[src/rtl/rspe_pkg.sv]
package rspe_pkg;

  localparam int BYTE_W = 8;
  localparam int EC_W = 6;
  localparam logic [EC_W-1:0] EC_RESET = 6'd10;
  // low byte of the field polynomial 0x11D
  localparam logic [BYTE_W-1:0] GF_POLY_LO = 8'h1D;
  localparam logic [BYTE_W-1:0] GF_HIGH_BIT = 8'h80;
  localparam logic [BYTE_W-1:0] GF_ONE = 8'h01;

  typedef struct packed {
    logic clr;    // clear remainder and generator
    logic step;   // absorb one message byte
    logic last;   // byte is the final one: load parity, clear remainder
    logic build;  // one generator build step
    logic shift;  // move parity one cell toward the output
  } rspe_cell_ctrl_t;

  function automatic logic [BYTE_W-1:0] gf_xtime(input logic [BYTE_W-1:0] x);
    logic [BYTE_W-1:0] sh;
    sh = {x[BYTE_W-2:0], 1'b0};
    if ((x & GF_HIGH_BIT) != '0) begin
      return sh ^ GF_POLY_LO;
    end
    return sh;
  endfunction

  function automatic logic [BYTE_W-1:0] gf_mul(input logic [BYTE_W-1:0] a,
                                               input logic [BYTE_W-1:0] b);
    logic [BYTE_W-1:0] x;
    logic [BYTE_W-1:0] acc;
    x = a;
    acc = '0;
    for (int n = 0; n < BYTE_W; n++) begin
      if (b[n]) begin
        acc = acc ^ x;
      end
      x = gf_xtime(x);
    end
    return acc;
  endfunction

endpackage

[src/rtl/rspe_if.sv]
interface rspe_data_if import rspe_pkg::*; ();
  logic              valid;
  logic              ready;
  logic [BYTE_W-1:0] data_byte;
  logic              data_last;

  modport source (output valid, output data_byte, output data_last, input ready);
  modport sink (input valid, input data_byte, input data_last, output ready);
endinterface

interface rspe_parity_if import rspe_pkg::*; ();
  logic              valid;
  logic              ready;
  logic [BYTE_W-1:0] parity_byte;
  logic              parity_last;

  modport source (output valid, output parity_byte, output parity_last, input ready);
  modport sink (input valid, input parity_byte, input parity_last, output ready);
endinterface

[src/rtl/rspe_cell.sv]
module rspe_cell import rspe_pkg::*; (
  input  logic              clk_i,
  input  logic              rst_ni,
  input  rspe_cell_ctrl_t   ctrl_i,
  input  logic [BYTE_W-1:0] fb_i,
  input  logic [BYTE_W-1:0] root_i,
  input  logic [BYTE_W-1:0] rem_up_i,
  input  logic [BYTE_W-1:0] gen_lo_i,
  input  logic [BYTE_W-1:0] par_up_i,
  output logic [BYTE_W-1:0] rem_o,
  output logic [BYTE_W-1:0] gen_o,
  output logic [BYTE_W-1:0] par_o
);

  logic [BYTE_W-1:0] rem_q, rem_d;
  logic [BYTE_W-1:0] gen_q, gen_d;
  logic [BYTE_W-1:0] par_q, par_d;
  logic [BYTE_W-1:0] mul_a, mul_b, prod, rem_nxt;

  // one multiplier: feedback times own coefficient, or root times lower neighbor
  assign mul_a   = ctrl_i.build ? root_i : fb_i;
  assign mul_b   = ctrl_i.build ? gen_lo_i : gen_q;
  assign prod    = gf_mul(mul_a, mul_b);
  assign rem_nxt = rem_up_i ^ prod;

  always_comb begin
    rem_d = rem_q;
    gen_d = gen_q;
    par_d = par_q;
    if (ctrl_i.clr) begin
      rem_d = '0;
      gen_d = '0;
    end else if (ctrl_i.build) begin
      gen_d = gen_q ^ prod;
    end else if (ctrl_i.step) begin
      rem_d = ctrl_i.last ? '0 : rem_nxt;
    end
    if (ctrl_i.step && ctrl_i.last && !ctrl_i.clr) begin
      par_d = rem_nxt;
    end else if (ctrl_i.shift) begin
      par_d = par_up_i;
    end
  end

  always_ff @(posedge clk_i or negedge rst_ni) begin
    if (!rst_ni) begin
      rem_q <= '0;
      gen_q <= '0;
    end else begin
      rem_q <= rem_d;
      gen_q <= gen_d;
    end
  end

  always_ff @(posedge clk_i) begin
    par_q <= par_d;
  end

  assign rem_o = rem_q;
  assign gen_o = gen_q;
  assign par_o = par_q;

endmodule

[src/rtl/reed_solomon_parity_encoder_unit.sv]
// one message byte per cycle when not held off; a last byte's parity appears in the cycle after it is taken
// and leaves at one byte per cycle while the receiver is ready, clamped parity count bytes, highest order first
// a last byte is held off until the previous parity run has fully drained
// after reset and after every ec_count write the input is held off
// while the cell row builds the generator, one root factor per cycle
// rst_ni is asynchronous, active low; it clears the remainder and sets ec_count to 10
module reed_solomon_parity_encoder_unit import rspe_pkg::*; #(
  parameter int MAX_EC = 32
) (
  input  logic             clk_i,
  input  logic             rst_ni,
  input  logic             cfg_we_i,
  input  logic [EC_W-1:0]  cfg_wdata_i,
  rspe_data_if.sink        data_i,
  rspe_parity_if.source    parity_o
);

  localparam int EW = $clog2(MAX_EC + 1);

  logic [EC_W-1:0]   ec_q;
  logic              start_q;
  logic [EW-1:0]     bld_cnt_q, bld_cnt_d;
  logic [EW-1:0]     out_cnt_q, out_cnt_d;
  logic [BYTE_W-1:0] root_q, root_d;
  logic [EW-1:0]     eff_ec;
  logic              building;
  logic              in_req, out_req;
  logic [BYTE_W-1:0] fb;
  rspe_cell_ctrl_t   ctrl;

  logic [BYTE_W-1:0] rem_w [MAX_EC];
  logic [BYTE_W-1:0] gen_w [MAX_EC];
  logic [BYTE_W-1:0] par_w [MAX_EC];

  // parity count clamped to 1 .. MAX_EC
  always_comb begin
    if (ec_q == '0) begin
      eff_ec = EW'(1);
    end else if (int'(ec_q) > MAX_EC) begin
      eff_ec = EW'(MAX_EC);
    end else begin
      eff_ec = EW'(ec_q);
    end
  end

  assign building = start_q || (bld_cnt_q != '0);

  assign data_i.ready = !building && !cfg_we_i &&
                        (!data_i.data_last || (out_cnt_q == '0));
  assign in_req  = data_i.valid && data_i.ready;
  assign out_req = parity_o.valid && parity_o.ready;

  assign fb = data_i.data_byte ^ rem_w[0];

  always_comb begin
    ctrl.clr   = cfg_we_i;
    ctrl.step  = in_req;
    ctrl.last  = data_i.data_last;
    ctrl.build = !start_q && (bld_cnt_q != '0) && !cfg_we_i;
    ctrl.shift = out_req;
  end

  always_comb begin
    bld_cnt_d = bld_cnt_q;
    root_d    = root_q;
    out_cnt_d = out_cnt_q;
    if (cfg_we_i) begin
      bld_cnt_d = '0;
      root_d    = GF_ONE;
      out_cnt_d = '0;
    end else begin
      if (start_q) begin
        bld_cnt_d = eff_ec;
      end else if (ctrl.build) begin
        bld_cnt_d = bld_cnt_q - EW'(1);
        root_d    = gf_xtime(root_q);
      end
      if (in_req && data_i.data_last) begin
        out_cnt_d = eff_ec;
      end else if (out_req) begin
        out_cnt_d = out_cnt_q - EW'(1);
      end
    end
  end

  always_ff @(posedge clk_i or negedge rst_ni) begin
    if (!rst_ni) begin
      ec_q      <= EC_RESET;
      start_q   <= 1'b1;
      bld_cnt_q <= '0;
      out_cnt_q <= '0;
      root_q    <= GF_ONE;
    end else begin
      if (cfg_we_i) begin
        ec_q <= cfg_wdata_i;
      end
      start_q   <= cfg_we_i;
      bld_cnt_q <= bld_cnt_d;
      out_cnt_q <= out_cnt_d;
      root_q    <= root_d;
    end
  end

  for (genvar j = 0; j < MAX_EC; j++) begin : g_cell
    logic [BYTE_W-1:0] rem_up, gen_lo, par_up;
    if (j == MAX_EC - 1) begin : g_top
      assign rem_up = '0;
      assign par_up = '0;
    end else begin : g_mid
      assign rem_up = rem_w[j+1];
      assign par_up = par_w[j+1];
    end
    // the monic leading coefficient sits below cell 0
    if (j == 0) begin : g_low
      assign gen_lo = GF_ONE;
    end else begin : g_up
      assign gen_lo = gen_w[j-1];
    end

    rspe_cell u_cell (
      .clk_i    (clk_i),
      .rst_ni   (rst_ni),
      .ctrl_i   (ctrl),
      .fb_i     (fb),
      .root_i   (root_q),
      .rem_up_i (rem_up),
      .gen_lo_i (gen_lo),
      .par_up_i (par_up),
      .rem_o    (rem_w[j]),
      .gen_o    (gen_w[j]),
      .par_o    (par_w[j])
    );
  end

  assign parity_o.valid       = (out_cnt_q != '0);
  assign parity_o.parity_byte = par_w[0];
  assign parity_o.parity_last = (out_cnt_q == EW'(1));

endmodule

[src/flat_wrapper.sv]
// flat-port wrapper written by rule: the top's interface ports become plain ports
module reed_solomon_parity_encoder_unit_flat import rspe_pkg::*;
#(
  parameter int MAX_EC = 32
)
  (clk_i, rst_ni, cfg_we_i, cfg_wdata_i, data_i_valid, data_i_data_byte, data_i_data_last, data_i_ready, parity_o_valid, parity_o_parity_byte, parity_o_parity_last, parity_o_ready);
  rspe_data_if data_i_i ();
  rspe_parity_if parity_o_i ();
  input  logic clk_i;
  input  logic rst_ni;
  input  logic cfg_we_i;
  input  logic [EC_W-1:0] cfg_wdata_i;
  input wire logic [$bits(data_i_i.valid)-1:0] data_i_valid;
  input wire logic [$bits(data_i_i.data_byte)-1:0] data_i_data_byte;
  input wire logic [$bits(data_i_i.data_last)-1:0] data_i_data_last;
  output wire logic [$bits(data_i_i.ready)-1:0] data_i_ready;
  output wire logic [$bits(parity_o_i.valid)-1:0] parity_o_valid;
  output wire logic [$bits(parity_o_i.parity_byte)-1:0] parity_o_parity_byte;
  output wire logic [$bits(parity_o_i.parity_last)-1:0] parity_o_parity_last;
  input wire logic [$bits(parity_o_i.ready)-1:0] parity_o_ready;
  assign data_i_i.valid = data_i_valid;
  assign data_i_i.data_byte = data_i_data_byte;
  assign data_i_i.data_last = data_i_data_last;
  assign data_i_ready = data_i_i.ready;
  assign parity_o_valid = parity_o_i.valid;
  assign parity_o_parity_byte = parity_o_i.parity_byte;
  assign parity_o_parity_last = parity_o_i.parity_last;
  assign parity_o_i.ready = parity_o_ready;
  reed_solomon_parity_encoder_unit #(.MAX_EC(MAX_EC)) u_core (.clk_i(clk_i), .rst_ni(rst_ni), .cfg_we_i(cfg_we_i), .cfg_wdata_i(cfg_wdata_i), .data_i(data_i_i), .parity_o(parity_o_i));
endmodule
[config.mk]
export PLATFORM = sky130hd
export DESIGN_NAME = reed_solomon_parity_encoder_unit_flat
export DESIGN_NICKNAME = d
export VERILOG_FILES = /design/src/rtl/rspe_pkg.sv /design/src/rtl/rspe_if.sv /design/src/rtl/rspe_cell.sv /design/src/rtl/reed_solomon_parity_encoder_unit.sv /design/src/flat_wrapper.sv
export SDC_FILE = /design/constraint.sdc
export NUM_CORES = 2
export LEC_CHECK = 0
export BUFFER_PORTS_ARGS = -buffer_cell sky130_fd_sc_hd__buf_2
export CELL_PAD_IN_SITES_DETAIL_PLACEMENT = 2
export CELL_PAD_IN_SITES_GLOBAL_PLACEMENT = 2
export CORE_MARGIN = 5
export CORE_UTILIZATION = 37
export DETAILED_ROUTE_END_ITERATION = 10
export PLACE_DENSITY_LB_ADDON = 0.1
export SYNTH_ARGS = -nofsm -noshare
export SYNTH_HDL_FRONTEND = slang
export SYNTH_SLANG_ARGS = --single-unit
[constraint.sdc]
create_clock -name clk_i -period 8.12 [get_ports clk_i]
set_input_delay 0.406 -clock clk_i [delete_from_list [all_inputs] [get_ports clk_i]]
set_output_delay 0.406 -clock clk_i [all_outputs]
set_load 0.03 [all_outputs]
==> metrics.cfg <==
[run_status]
outcome=complete, but fails checks
violations=capacitance limit

[worst_setup_path]
cp.required_ns=8.63
r2r_end=u_core.g_cell[17].u_cell.par_o[5]
crit_end=u_core.g_cell[17].u_cell.par_o[5]
timing.rr.start=u_core.bld_cnt_q[4]
rr_worst_depth=11
cp.arrival_ns=6.25
critical_path.max_stage_delay_ns=1.20
crit_path_top_delay_cell=mux2i_1
crit_chain=or3_1, buf_4, o21ai_4, buf_12, buf_12, mux2i_1, nor3_1, a211oi_1, xnor2_1, xnor2_1, mux2_2
crit_start=u_core.bld_cnt_q[4]
reg2reg_slack_ns=2.38
worstSetupPathType=reg2reg
worst_setup_path_end_kind=flop
worstPathMaxFanout=74
start_kind=flop

[power]
p_leak_nw=33.2
powerDensity_mw_per_mm2=399
worst_ir_drop_vdd_uv=246
power.total_w=0.0347

[placement]
gp_congestion=0.924
preCtsSetupSlack_ns=2.67
post-dp-hpwl_um=287000
port_buffers=30

[yosys]
syn_inst=9830
synth_cell_types=74
synth_top_area_share_pct=16.7
syn_area_mm2=0.0802
ys_warn_count=0
synth.most_common_cell=nand2_1
synth-async-reset-ratio_pct=67.8
synth_seq_cells=795
synth_edf_count=256
ys_seq_area_share_pct=26.4
synth_area_leaders=dfrtp_1 17%, xnor2_1 13%, nand2_1 9.7%
postSynthAreaPerCell_um2=8.16
synthFlopType=dfrtp_1
syn-num-nets=9854
yosys-top-cells-count=2,073 x nand2_1, 1,184 x xnor2_1, 723 x clkbuf_1
synth_largest_area_cell=dfrtp_1

[drt]
drt_wl_total_um=466000
wl_per_cell_um=38.3
via_per_inst=6.69
vias=81504
ant_nets=0
drt-initial-drc-count=10476
firstDrtPassIters=8
drc=0

[timing]
slew_headroom_pct=0.500
slew_violations=0
rsz0062_at_grt=no
fin_crit_ns=5.74
final-hold-violation-count=0
finalSetupViolCount=0
skew_ns=0.0701
period_share_pct=70.7
tightest_slew_ns=1.48
worst_slack_ns=2.38
max_clock_freq_mhz=174
tns_ns=0

[clock_tree]
cts_buffer_depth=3
cts-root-buf=clkbuf_16
clock-sinks=795
insertion_delay_ns=0.82
htree_num_levels=3
cts_buffers=106
cts_tree=built
clkTransAtPathRegs_ns=0.06

[flow_run]
cap_violations=2

[global_routing]
antenna_found_initial=23
overflow=0
grt_use_total_pct=39.8
grt_max_degree=180
grt_pass1_vias=83987
grt_pass1_wl_um=649000

[die]
io_pins=31
initial_utilization_pct=37.1
fp.dieW_um=476
placeableCoreArea_mm2=0.217
fp.dieH_um=476
num_rows=171
dieArea_mm2=0.226

[finish]
finalCoreUtilization_pct=40.2
multiInputGateArea_mm2=0.0552
drive_above_1_share_pct=8.11
seqCellArea_mm2=0.0212
area_growth_pct=8.41
final_nets=9234
n_fill_cell=24082

[min_path]
hold_class=in2reg
worstHoldStart=parity_o_ready
holdPathStages=4

==> cell families after synthesis <==
family,after synthesis,synth area share [%]
XOR/XNOR,2091,28.1
AND/OR/NAND/NOR,3300,16.8
multiplexers,391,5.06
AO/OA/AOI/OAI,2142,17.8
buffers and inverters,1107,5.73
adder cells (fa/ha/maj),4,0.0624
flip-flops,795,26.4
==> repair_timing <==
action                    4_1_cts  5_1_grt
buffers inserted                0        0
hold buffers                    8        0
gates resized for setup         0        0
hold endpoints to repair       97        0
==> critical path: cells and delay by family, from the launching register on <==
kind                   cells  cell delay, ns
flip-flops                 1            0.43
buffers and inverters      3            0.86
AO/OA/AOI/OAI              2            1.56
multiplexers               2            1.48
AND/OR/NAND/NOR            2            0.49
XOR/XNOR                   2            0.47
==> flip-flops by register name (all words and copies together) (netlist names) <==
name                        cells
u_core.g_cell.u_cell.gen_o    256
u_core.g_cell.u_cell.par_o    256
u_core.g_cell.u_cell.rem_o    256
u_core.root_q                   8
u_core.bld_cnt_q                6
u_core.ec_q                     6
u_core.out_cnt_q                6
u_core.start_q                  1
==> cells in the final DEF, fill, tap and decap left out, types with 273 or more instances in the layout <==
cell type / n
a21oi_1: 444
dfrtp_1: 528
xnor2_1: 1172
o21ai_0: 476
xnor3_1: 289
buf_4: 273
mux2i_1: 278
nand2_1: 2072
nor2_1: 708
xor2_1: 587
a211oi_1: 274
==> layout make-up <==
class                      count  share of cell area [%]
multi-input combinational   7928                    63.5
sequential                   795                    24.4
tap                         2854                    4.11
timing repair buffer         352                    3.55
clock buffer                 140                    3.31
clock inverter                62                   0.964
inverter                      27                   0.117
antenna                       19                  0.0547
==> power breakdown <==
group	switching, W	internal [W]	total (W)
sequential	0.00251	0.00548	0.00799
clock	0.00220	0.00304	0.00525
combinational	0.0137	0.00771	0.0214
total	0.0185	0.0162	0.0347
==> layer usage <==
metal  part of all wire (%)  up-vias  wire length (um)  GRT usage, %
met3                    9.7     1365             45000          7.85
met5                  0.015        -                72             0
li1                       -    32441                 -             -
met4                    6.8       14             31600          22.9
met1                     41    42828            190000          53.2
met2                     43     4856            200000          60.0
==> through the flow <==
| stage | hold slack, ns | instances | instance area [um2] |
|---|---|---|---|
| floorplan | 0.110 | 9830 | 80200 |
| global placement | 0.475 | 11946 | 83100 |
| detailed placement | 0.475 | 11948 | 83100 |
| CTS | 0.00305 | 12158 | 86900 |
| global route | 0.0703 | 12159 | 86900 |
| finish | 0.0608 | 12177 | 87000 |
==> how the worst min path moves through the flow <==
stage / end / slack [ns]
6_report: u_core.out_cnt_q[2] / 0.06
5_1_grt: u_core.out_cnt_q[2] / 0.07
3_5_place_dp: u_core.out_cnt_q[2] / 0.47
3_3_place_gp: u_core.out_cnt_q[2] / 0.47
2_1_floorplan: u_core.bld_cnt_q[0] / 0.11
4_1_cts: u_core.out_cnt_q[2] / 0.003
Power figures use the tool's default switching activity.
